**src/hw/rtl/zfsf_pkg.sv**
```systemverilog
// ============================================================================
// zfsf_pkg
// Shared constants, header table and control types of the finish filter.
// ============================================================================
package zfsf_pkg;

  // Header length as configured, capped at the table size
  localparam int SEQ_LEN = 20;
  localparam int HDR_MAX = 20;
  localparam int HDR_LEN = (SEQ_LEN > HDR_MAX) ? HDR_MAX : SEQ_LEN;
  localparam int IDX_W   = $clog2(HDR_MAX);

  localparam logic [7:0] BYTE_O = 8'h4F;
  localparam logic [1:0] O_DROP_MAX = 2'd2;

  // Finish header bytes, first byte is '*'
  localparam logic [7:0] HDR_BYTES [HDR_MAX] = '{
    8'h2A, 8'h2A, 8'h18, 8'h42, 8'h30, 8'h38, 8'h30, 8'h30, 8'h30, 8'h30,
    8'h30, 8'h30, 8'h30, 8'h30, 8'h30, 8'h32, 8'h32, 8'h64, 8'h0D, 8'h8A
  };

  // Stream phase after reset and after the header completes
  typedef enum logic [1:0] {
    PH_SCAN    = 2'd0,
    PH_DROP_O  = 2'd1,
    PH_SAVE    = 2'd2,
    PH_DISCARD = 2'd3
  } phase_t;

  // Datapath operations issued by the controller
  typedef enum logic [2:0] {
    OP_NONE,
    OP_PASS,
    OP_DROP_O,
    OP_ADVANCE,
    OP_FOUND,
    OP_MISS,
    OP_REPLAY,
    OP_TAIL
  } op_t;

  typedef struct packed {
    op_t op;
  } ctl_cmd_t;

  typedef struct packed {
    logic   slot_free;   // output register empty or draining this cycle
    logic   hit_first;   // input byte equals first header byte
    logic   hit_cur;     // input byte equals the next expected header byte
    logic   mi_zero;     // no partial match held
    logic   mi_last;     // next match completes the header
    logic   o_drop_ok;   // input is 'O' and drop budget remains
    logic   rep_done;    // replay counter on its last byte
    logic   tail_pend;   // held byte follows the replay
    phase_t phase;
  } dp_stat_t;

endpackage

```
**src/hw/rtl/zfsf_ctrl.sv**
```systemverilog
// ============================================================================
// zfsf_ctrl
// Controller: accepts bytes, picks the datapath operation, sequences replays.
// ============================================================================
module zfsf_ctrl (
  input  logic               clk,
  input  logic               rst,
  input  logic               in_valid,
  output logic               in_ready,
  input  zfsf_pkg::dp_stat_t stat,
  output zfsf_pkg::ctl_cmd_t cmd
);
  import zfsf_pkg::*;

  typedef enum logic [1:0] {
    ST_IDLE,
    ST_REPLAY,
    ST_TAIL
  } state_t;

  state_t state, state_next;
  logic   accept;

  assign in_ready = (state == ST_IDLE) && stat.slot_free;
  assign accept   = in_valid && in_ready;

  // Operation select and next state
  always_comb begin
    cmd.op     = OP_NONE;
    state_next = state;
    case (state)
      ST_IDLE: begin
        if (accept) begin
          case (stat.phase)
            PH_SCAN: begin
              if (stat.mi_zero && !stat.hit_first) begin
                cmd.op = OP_PASS;
              end else if (stat.hit_cur) begin
                if (stat.mi_last) begin
                  cmd.op     = OP_FOUND;
                  state_next = ST_REPLAY;
                end else begin
                  cmd.op = OP_ADVANCE;
                end
              end else begin
                cmd.op     = OP_MISS;
                state_next = ST_REPLAY;
              end
            end
            PH_DROP_O: cmd.op = stat.o_drop_ok ? OP_DROP_O : OP_PASS;
            PH_SAVE:   cmd.op = OP_PASS;
            default:   cmd.op = OP_NONE;
          endcase
        end
      end
      ST_REPLAY: begin
        if (stat.slot_free) begin
          cmd.op = OP_REPLAY;
          if (stat.rep_done) begin
            state_next = stat.tail_pend ? ST_TAIL : ST_IDLE;
          end
        end
      end
      ST_TAIL: begin
        if (stat.slot_free) begin
          cmd.op     = OP_TAIL;
          state_next = ST_IDLE;
        end
      end
      default: state_next = ST_IDLE;
    endcase
  end

  // State register
  always_ff @(posedge clk) begin
    if (rst) begin
      state <= ST_IDLE;
    end else begin
      state <= state_next;
    end
  end

endmodule

```
**src/hw/rtl/zfsf_datapath.sv**
```systemverilog
// ============================================================================
// zfsf_datapath
// Datapath: match index, replay counter, phase, mode and output register.
// ============================================================================
module zfsf_datapath (
  input  logic               clk,
  input  logic               rst,
  input  logic [7:0]         in_byte,
  input  logic               cfg_we,
  input  logic               cfg_mode,
  input  zfsf_pkg::ctl_cmd_t cmd,
  output zfsf_pkg::dp_stat_t stat,
  input  logic               out_ready,
  output logic               out_valid,
  output logic [7:0]         out_byte,
  output logic               out_kind,
  output logic               finish_found,
  output logic               last_of_run
);
  import zfsf_pkg::*;

  logic [IDX_W-1:0] match_index;
  logic [IDX_W-1:0] rep_cnt;
  logic [IDX_W-1:0] rep_last;
  logic             rep_found;
  logic             tail_pend;
  logic [7:0]       held_byte;
  logic [1:0]       o_dropped;
  logic             mode;
  phase_t           phase;
  logic             load;

  // Status toward the controller
  assign stat.slot_free = !out_valid || out_ready;
  assign stat.hit_first = (in_byte == HDR_BYTES[0]);
  assign stat.hit_cur   = (in_byte == HDR_BYTES[match_index]);
  assign stat.mi_zero   = (match_index == '0);
  assign stat.mi_last   = (match_index == IDX_W'(HDR_LEN - 1));
  assign stat.o_drop_ok = (in_byte == BYTE_O) && (o_dropped < O_DROP_MAX);
  assign stat.rep_done  = (rep_cnt == rep_last);
  assign stat.tail_pend = tail_pend;
  assign stat.phase     = phase;

  assign load = (cmd.op == OP_PASS) || (cmd.op == OP_REPLAY) || (cmd.op == OP_TAIL);

  // Control state
  always_ff @(posedge clk) begin
    if (rst) begin
      match_index <= '0;
      o_dropped   <= '0;
      phase       <= PH_SCAN;
      mode        <= 1'b0;
      out_valid   <= 1'b0;
    end else begin
      if (cfg_we) begin
        mode <= cfg_mode;
      end
      if (load) begin
        out_valid <= 1'b1;
      end else if (out_ready) begin
        out_valid <= 1'b0;
      end
      case (cmd.op)
        OP_PASS: begin
          if (phase == PH_DROP_O) begin
            phase <= PH_SAVE;
          end
        end
        OP_DROP_O:  o_dropped   <= o_dropped + 2'd1;
        OP_ADVANCE: match_index <= match_index + IDX_W'(1);
        OP_FOUND: begin
          match_index <= '0;
          o_dropped   <= '0;
          phase       <= mode ? PH_DISCARD : PH_DROP_O;
        end
        OP_MISS: match_index <= stat.hit_first ? IDX_W'(1) : '0;
        default: ;
      endcase
    end
  end

  // Replay bookkeeping and output payload
  always_ff @(posedge clk) begin
    case (cmd.op)
      OP_PASS: begin
        out_byte     <= in_byte;
        out_kind     <= (phase != PH_SCAN);
        finish_found <= 1'b0;
        last_of_run  <= 1'b1;
      end
      OP_FOUND: begin
        rep_cnt   <= '0;
        rep_last  <= IDX_W'(HDR_LEN - 1);
        rep_found <= 1'b1;
        tail_pend <= 1'b0;
      end
      OP_MISS: begin
        rep_cnt   <= '0;
        rep_last  <= match_index - IDX_W'(1);
        rep_found <= 1'b0;
        tail_pend <= !stat.hit_first;
        held_byte <= in_byte;
      end
      OP_REPLAY: begin
        out_byte     <= HDR_BYTES[rep_cnt];
        out_kind     <= 1'b0;
        finish_found <= rep_found;
        last_of_run  <= stat.rep_done && !tail_pend;
        rep_cnt      <= rep_cnt + IDX_W'(1);
      end
      OP_TAIL: begin
        out_byte     <= held_byte;
        out_kind     <= 1'b0;
        finish_found <= 1'b0;
        last_of_run  <= 1'b1;
      end
      default: ;
    endcase
  end

endmodule

```
**src/hw/rtl/zmodem_finish_sequence_filter_top.sv**
```systemverilog
// ============================================================================
// zmodem_finish_sequence_filter_top
// Byte stream filter that detects and tags the ZMODEM finish header.
// ============================================================================
// Usage:
//   s_* carries one stream byte per transaction in s_tdata[7:0]. m_* returns
//   zero or more result bytes per input byte; m_tlast marks the last result
//   caused by one input. cfg_valid/cfg_data write the after-finish mode; the
//   port is always ready and the value is sampled when the header completes.
// Flow:
//   A passed byte appears in the cycle after it is accepted, and a new byte
//   is taken every cycle while no replay runs and m_tready is high. A
//   broken partial match replays the held prefix from the header table,
//   one byte per cycle while m_tready is high: the breaking byte is taken
//   first, then the held bytes are emitted, then the breaking byte itself
//   when it is passed on. A completed header is emitted whole from the
//   table. Held and dropped bytes give no result.
// Reset:
//   rst clears the scanner to its start, the mode to 0 and the output valid.
// Stall:
//   While m_tready is low the result holds in the output register and
//   s_tready drops once that register is full.
// ============================================================================
module zmodem_finish_sequence_filter_top (
  input  logic       clk,
  input  logic       rst,
  input  logic       s_tvalid,
  output logic       s_tready,
  input  logic [7:0] s_tdata,   // [7:0] in_byte
  output logic       m_tvalid,
  input  logic       m_tready,
  output logic [7:0] m_tdata,   // [7:0] out_byte
  output logic [1:0] m_tuser,   // [0] out_kind, [1] finish_found
  output logic       m_tlast,
  input  logic       cfg_valid,
  output logic       cfg_ready,
  input  logic [0:0] cfg_data   // [0] after_finish_mode
);
  import zfsf_pkg::*;

  ctl_cmd_t cmd;
  dp_stat_t stat;
  logic     out_kind;
  logic     finish_found;

  assign cfg_ready = 1'b1;
  assign m_tuser   = {finish_found, out_kind};

  // Controller
  zfsf_ctrl u_ctrl (
    .clk      (clk),
    .rst      (rst),
    .in_valid (s_tvalid),
    .in_ready (s_tready),
    .stat     (stat),
    .cmd      (cmd)
  );

  // Datapath
  zfsf_datapath u_dp (
    .clk          (clk),
    .rst          (rst),
    .in_byte      (s_tdata),
    .cfg_we       (cfg_valid),
    .cfg_mode     (cfg_data[0]),
    .cmd          (cmd),
    .stat         (stat),
    .out_ready    (m_tready),
    .out_valid    (m_tvalid),
    .out_byte     (m_tdata),
    .out_kind     (out_kind),
    .finish_found (finish_found),
    .last_of_run  (m_tlast)
  );

endmodule

```
**config.mk**
```make
export PLATFORM = sky130hd
export DESIGN_NAME = zmodem_finish_sequence_filter_top
export DESIGN_NICKNAME = d
export VERILOG_FILES = /design/src/hw/rtl/zfsf_pkg.sv /design/src/hw/rtl/zfsf_ctrl.sv /design/src/hw/rtl/zfsf_datapath.sv /design/src/hw/rtl/zmodem_finish_sequence_filter_top.sv
export SDC_FILE = /design/constraint.sdc
export NUM_CORES = 1
export LEC_CHECK = 0
export BUFFER_PORTS_ARGS = -buffer_cell sky130_fd_sc_hd__buf_2
export CAP_MARGIN = 10
export CORE_UTILIZATION = 40
export DETAILED_ROUTE_END_ITERATION = 10
export PLACE_DENSITY = 0.6
export SLEW_MARGIN = 20
export SYNTH_ARGS = -nofsm -noshare
export SYNTH_HDL_FRONTEND = slang
export SYNTH_SLANG_ARGS = --single-unit
export TNS_END_PERCENT = 20
```
**constraint.sdc**
```tcl
create_clock -name clk -period 5.9 [get_ports clk]
set_input_delay 1.77 -clock clk [delete_from_list [all_inputs] [get_ports clk]]
set_output_delay 1.77 -clock clk [all_outputs]
set_load 0.05 [all_outputs]
```
==> flow_summary.yaml, run 1 <==
floorplanning:
  ios: 28
  die-width_um: 84.5
  start_util: 0.422
  die-height_um: 84.5
  num_rows: 29
  core-area_um2: 6460
  die-area_um2: 7140
critical_path:
  cp-start-kind: "input pin"
  critPathMaxFanout: 12
  crit_required_ps: 4130
  arrival_ps: 2810
  endpoint_kind: "output pin"
  crit_type: "in -> out"
drt:
  ant_nets: 0
  vias: 2091
  wl_per_cell_um: 16.4
  drt_pass1_iterations: 7
  drt_iter0_drc: 111
  wl_um: 6210
  viasPerCell: 5.52
  post-route-drc-count: 8
global_routing:
  grtUsageTotal: 0.184
  grt_pass1_vias: 2023
  grt_pass1_wl_um: 10300
  antenna_found_initial: 0
  gr-total-overflow: 0
  grt_max_degree: 25
timing:
  final_hold_viol_count: 0
  worst-slew-pin-transition_ps: 721
  finClkSkew_ps: 9.63
  relSlewSlack: 0.519
  timing.final.crit_period_ps: 4580
  final.setup.tns_ps: 0
  rsz0062_at_grt: "false"
  finalSetupViolCount: 0
  final.period_utilization: 0.776
  max_freq_mhz: 218
  drv_slew: 0
clocking:
  cts_tree: "yes"
  clock_latency_ps: 300
  post_cts_buffers: 0
  cts_buffer_depth: 2
  cts-root-buf: "clkbuf_8"
  cts_hold_buf: 0
  htreeDepth: 2
  post_cts_resize_count: 0
  clock-sinks: 44
  clk_pin_slew_ps: 90
  numCtsBuffers: 5
finish:
  nets: 328
  n_antenna_cell: 0
  drive_gt1_frac: 0.166
  n_fill_cell: 642
  syn_to_final_growth_pct: 9.83
  final_cell_area_um2: 2990
  multi_input_area_um2: 1390
  seqCellArea_um2: 1190
  utilization: 0.463
flow_run:
  maxCapViolCount: 0
synth:
  syn_area_um2: 2720
  syn-num-nets: 311
  synthFlopType: "edfxtp_1"
  synth.distinct_cells: 58
  syn_inst: 284
  avgSynthCellArea_um2: 9.59
  synth-seq-cells: 44
  async_flop_share: 0
  synth_seq_area_share: 0.437
  synth_edf_count: 31
  yosysWarnings: 0
power:
  powerDensity_nw_per_um2: 218
  power_leakage_nw: 1.17
  ir_worst_vdd_mv: 0.109
outcome:
  status: "finished with violations"
  violations: "design-rule violations"
placed_design:
  dp_hpwl_um: 4570
  portBuffers: 26
  dpl_cell_area_um2: 2880
  place.gp.congestion: 0.870
worst_hold_path:
  hold_class: "reg -> reg"
==> state kept, by name, indices dropped and copies added, names as in the netlist <==
| signal | cells |
|---|---|
| u_dp.last_of_run | 1 |
| u_dp.finish_found | 1 |
| u_dp.out_byte | 8 |
| u_dp.rep_found | 1 |
| u_dp.rep_last | 5 |
| u_dp.match_index | 5 |
| u_dp.tail_pend | 1 |
| u_dp.mode | 1 |
| u_dp.held_byte | 8 |
| u_dp.o_dropped | 2 |
| u_ctrl.state | 2 |
| u_dp.phase | 2 |
| u_dp.rep_cnt | 5 |
| u_dp.out_valid | 1 |
| u_dp.out_kind | 1 |
==> cell families (layout without fill, tap and decap cells) <==
family	after synthesis	count (layout)	synth area share
compound gates	60	60	0.171
xor+xnor	18	18	0.0579
fa+ha+maj	13	13	0.0597
buf+inv	33	51	0.0537
other cells	1	1	0.00138
mux	5	5	0.0193
flops	44	44	0.437
simple gates	110	110	0.199
==> cell usage in the layout, fill, tap and decap left out, types with 3 or more instances in the layout <==
cell      count
nor2_1       34
mux2i_1       3
a21oi_1      16
a221oi_1      3
dfxtp_1      13
a31oi_1       4
nor2b_1       3
buf_2        26
ha_1         13
xnor2_1       9
nand3_1      13
and3_1        3
a32oi_1       3
o221a_2       5
o21ai_0       7
edfxtp_1     31
clkbuf_8      6
xor2_1        9
o211ai_1      5
inv_1        15
nand2_1      29
nor4_1        3
nor3_1        7
==> path summary, 6_finish.rpt <==
path / slack [ps] / start / end / cells after the start
setup / recovery: 1320 / m_tready / s_tready / 6
hold / removal: 480 / u_dp.o_dropped[0]$_SDFFE_PP0P_ / u_dp.o_dropped[1]$_SDFFE_PP0P_ / 2
setup reg to reg: 2560 / u_dp.match_index[0]$_SDFFE_PP0P_ / u_dp.rep_cnt[4]$_SDFFCE_PP0P_ / 8
hold reg to reg: 480 / u_dp.o_dropped[0]$_SDFFE_PP0P_ / u_dp.o_dropped[1]$_SDFFE_PP0P_ / 2
==> stage by stage <==
step / setup WS (ps) / total power, mW / hold WS (ps) / instances
6_report: 1320 / 0.653 / 482 / 379
5_1_grt: 1260 / 0.676 / 513 / 379
4_1_cts: 1330 / 0.659 / 484 / 379
3_5_place_dp: 1330 / 0.434 / 473 / 371
3_3_place_gp: 1340 / 0.433 / 466 / 371
2_1_floorplan: 1660 / 0.411 / 446 / 284
==> final cells by class <==
type / instances / share of cell area
clock buffer: 7 / 0.0360
clock inverter: 1 / 0.00293
inverter: 15 / 0.0188
multi-input combinational: 207 / 0.463
sequential: 44 / 0.398
tap: 77 / 0.0322
timing repair buffer: 28 / 0.0485
==> cell usage after synthesis, types with 2 or more instances <==
library cell | number | share of area
edfxtp_1 | 31 | 0.34
xnor2_1 | 9 | 0.029
xor2_1 | 9 | 0.029
mux2_2 | 2 | 0.0083
a221oi_1 | 3 | 0.0096
buf_2 | 2 | 0.0037
a32oi_1 | 3 | 0.0096
nand3_1 | 13 | 0.024
nor2_1 | 34 | 0.047
ha_1 | 13 | 0.060
nand3b_1 | 2 | 0.0055
mux2i_1 | 3 | 0.011
clkbuf_1 | 11 | 0.015
o211ai_1 | 5 | 0.014
and3_1 | 3 | 0.0069
nor3_1 | 7 | 0.013
o221a_2 | 5 | 0.021
a31oi_1 | 4 | 0.0092
nor2b_1 | 3 | 0.0069
inv_1 | 15 | 0.021
o22ai_1 | 2 | 0.0046
and2_1 | 2 | 0.0046
nand2_1 | 29 | 0.040
dfxtp_1 | 13 | 0.096
or3_1 | 2 | 0.0046
nand2b_1 | 2 | 0.0046
a21oi_1 | 16 | 0.029
nor4_1 | 3 | 0.0069
o21ai_0 | 7 | 0.013
buf_4 | 3 | 0.0083
==> power by group <==
part | leakage, nW | internal, mW | switching [mW]
Combinational | 0.698 | 0.0226 | 0.0627
Clock | 0.0596 | 0.121 | 0.105
Sequential | 0.413 | 0.339 | 0.00240
==> layer usage <==
layer  vias up  global-route usage  part of all wire
met5         -                   0                 0
met4         0              0.0570             0.012
met3         6              0.0256             0.034
met2        37               0.301              0.46
met1       988               0.255              0.49
li1       1060                   -                 -
==> critical path, cell delays in order <==
cell and delay (ps):
buf_2 80, nor2b_1 40, buf_4 170, or3_1 350, inv_1 120, buf_2 280
Note: power is estimated with default switching activity, not from simulation.
==> run 2, diff against run 1 <==
Settings changed: ABC_AREA set to 1.
Clock period 5.9 ns to 4.75 ns, I/O delays scaled along.
==> run 2 against run 1 <==
- the flow still finishes with violations (design-rule violations)
- total power increased by 140%
- register-to-register slack got worse by 780 ps
- synthesized area is essentially flat
- flip-flop and latch count unchanged
- first-iteration DRC count fell by 26%
- highest routed layer unchanged
==> flow_summary.yaml, run 2 <==
critical_path:
  critPathMaxFanout: 5
  cp-startpoint: "m_tready"
  r2r_cells: 11
  cp.depth: 4
  cpMostUsedCell: "buf_2"
  crit_type: "in -> out"
  endpoint_kind: "output pin"
  rrSetupSlack_ps: 1780
  endpoint: "s_tready"
  crit_path_cell_trace: "buf_2, nor2_2, nor3_1, buf_2"
  reg2reg_from: "u_dp.match_index[0]$_SDFFE_PP0P_"
  arrival_ps: 2100
  r2r_end: "u_dp.out_byte[7]$_DFFE_PP_"
  critPathSlowestCell: "buf_2"
  crit_family: "buffers and inverters"
  crit_path_max_incr_delay_ps: 320
  cp-start-kind: "input pin"
  crit_required_ps: 3320
  cp.buffers_inverters: 2
floorplanning:
  die-width_um: 84.5
  num_rows: 29
  core-area_um2: 6460
  die-area_um2: 7150
  start_util: 0.422
  ios: 28
  die-height_um: 84.5
clocking:
  cts_tree: "yes"
  cts_hold_buf: 0
  clk_pin_slew_ps: 80
  numCtsBuffers: 5
  cts-root-buf: "clkbuf_8"
  htreeDepth: 2
  clock-sinks: 44
  cts_buffer_depth: 2
  clock_latency_ps: 290
  post_cts_buffers: 0
  post_cts_resize_count: 0
drt:
  wl_um: 5680
  vias: 2161
  drt_iter0_drc: 82
  viasPerCell: 5.08
  drt_pass1_iterations: 7
  wl_per_cell_um: 13.4
  post-route-drc-count: 2
  ant_nets: 0
finish:
  syn_to_final_growth_pct: 10.1
  drive_gt1_frac: 0.184
  mostFrequentLayoutCell: "nand2_1"
  mostFrequentLayoutCells: "nand2_1 (69), inv_1 (39), edfxtp_1 (31)"
  n_fill_cell: 649
  seqCellArea_um2: 1190
  nets: 374
  final_cell_area_um2: 3000
  multi_input_area_um2: 1290
  top_regs: "u_dp.held_byte (8), u_dp.out_byte (8)"
  n_antenna_cell: 0
synth:
  yosysMostFrequentCell: "nand2_1"
  syn-num-nets: 349
  yosys-top-cells-area: "edfxtp_1 (34%), dfxtp_1 (9.6%), nand2_1 (9.5%)"
  synthFlopType: "edfxtp_1"
  synth_commonest_cells: "nand2_1 (69), inv_1 (39), edfxtp_1 (31), nand3_1 (27), nor2_1 (21)"
  synth-seq-cells: 44
  synth.distinct_cells: 43
  yosysTopAreaCell: "edfxtp_1"
  synth_top_family_by_area: "simple AND/OR/NAND/NOR gates"
  synth_fa_ha_area_frac: 0.0597
  yosysWarnings: 0
  synth_compound_gate_area_share: 0.0882
  syn_area_um2: 2730
  synth_xor_area_frac: 0.0354
  muxShareOfSynthArea: 0
  synth_seq_area_share: 0.437
  synth_top_area_frac: 0.342
  async_flop_share: 0
  synth_edf_count: 31
  syn_inst: 322
  synthSimpleGateAreaFrac: 0.290
  avgSynthCellArea_um2: 8.46
timing:
  worst-slew-pin-transition_ps: 559
  final.period_utilization: 0.743
  finClkSkew_ps: 11.6
  relSlewSlack: 0.627
  timing.final.crit_period_ps: 3530
  max_freq_mhz: 284
  finalSetupViolCount: 0
  final.setup.tns_ps: 0
  drv_slew: 0
  final_hold_viol_count: 0
  rsz0062_at_grt: "false"
power:
  p_int_uw: 854
  p_sw_uw: 689
  p_sw_frac: 0.447
  pwr-share-clk: 0.182
  ir_worst_vdd_mv: 0.169
  powerDensity_nw_per_um2: 514
  power_leakage_nw: 1.37
  combPwrFrac: 0.446
  p_seq_frac: 0.372
placed_design:
  place.gp.congestion: 0.851
  dpl_cell_area_um2: 2890
  dp_hpwl_um: 4490
  portBuffers: 26
global_routing:
  grtUsageTotal: 0.168
  grt_pass1_vias: 2041
  grt_pass1_wl_um: 9500
  gr-total-overflow: 0
  antenna_found_initial: 0
  grt_max_degree: 15
flow_run:
  maxCapViolCount: 0
worst_hold_path:
  hold_class: "reg -> reg"
outcome:
  violations: "design-rule violations"
  status: "finished with violations"
==> run 2: worst min-delay path by stage <==
stage	startpoint	end	slack, ps	cells after the start
5_1_grt	u_dp.phase[0]$_SDFFE_PP0P_	u_dp.phase[0]$_SDFFE_PP0P_	550	2
2_1_floorplan	u_dp.mode$_SDFFE_PP0P_	u_dp.phase[1]$_SDFFE_PP0P_	480	2
3_5_place_dp	u_dp.mode$_SDFFE_PP0P_	u_dp.phase[1]$_SDFFE_PP0P_	500	2
4_1_cts	u_dp.phase[0]$_SDFFE_PP0P_	u_dp.phase[0]$_SDFFE_PP0P_	520	2
6_report	u_dp.o_dropped[0]$_SDFFE_PP0P_	u_dp.o_dropped[0]$_SDFFE_PP0P_	510	2
3_3_place_gp	u_dp.mode$_SDFFE_PP0P_	u_dp.phase[1]$_SDFFE_PP0P_	490	2
==> run 2: cell families (layout without fill, tap and decap cells) <==
| group | count (synthesis) | after routing |
|---|---|---|
| AOI/OAI and AO/OA | 40 | 40 |
| xor gates and xnor gates | 11 | 11 |
| adders and majority gates | 13 | 13 |
| buffers and inverters | 56 | 82 |
| DFF | 44 | 44 |
| other | 1 | 1 |
| and+or+nand+nor | 157 | 157 |
==> run 2: worst register-to-register path: stages, from the launching register on <==
cell	delay, ps
dfxtp_1	450
inv_1	200
ha_1	420
nand2_4	80
xor2_1	160
nor2_1	110
nand3_1	90
nor2_2	150
nand3_2	120
nand3_4	180
nand4_1	280
nand2_1	400
==> run 2: power by group through the flow <==
stage | logic (mW) | registers, mW | clock network, mW
after floorplan | 0.400 | 0.736 | 0
after global placement | 0.692 | 0.583 | 0
after detailed placement | 0.691 | 0.584 | 0
after CTS | 0.694 | 0.575 | 0.285
after global routing | 0.748 | 0.584 | 0.300
final | 0.688 | 0.575 | 0.281
==> run 2: final cells by class <==
type                    instances  area share
multi-input cells             222       0.431
flip-flops and latches         44       0.397
inverters                      48      0.0609
repair buffers                 26      0.0434
well taps                      77      0.0321
clock buffers                   6      0.0242
clock inverters                 2      0.0117
==> run 2: per-layer routing <==
layer,vias up,part of all wire,global-route usage
met5,-,0,0
met4,0,0.0092,0.0508
met3,4,0.030,0.0285
met2,33,0.50,0.293
met1,1007,0.46,0.214
li1,1117,-,-
==> run 2: per-stage QoR <==
step                      setup WS [ps]  power (mW)  hold slack (ps)  std cells   util
after floorplan                     753        1.14              475        322      -
after global placement             1130        1.28              492        417  0.448
after detailed placement           1160        1.28              501        417  0.448
after CTS                          1220        1.55              517        425  0.465
after global routing               1180        1.63              545        425  0.465
final                              1220        1.54              513        425  0.465
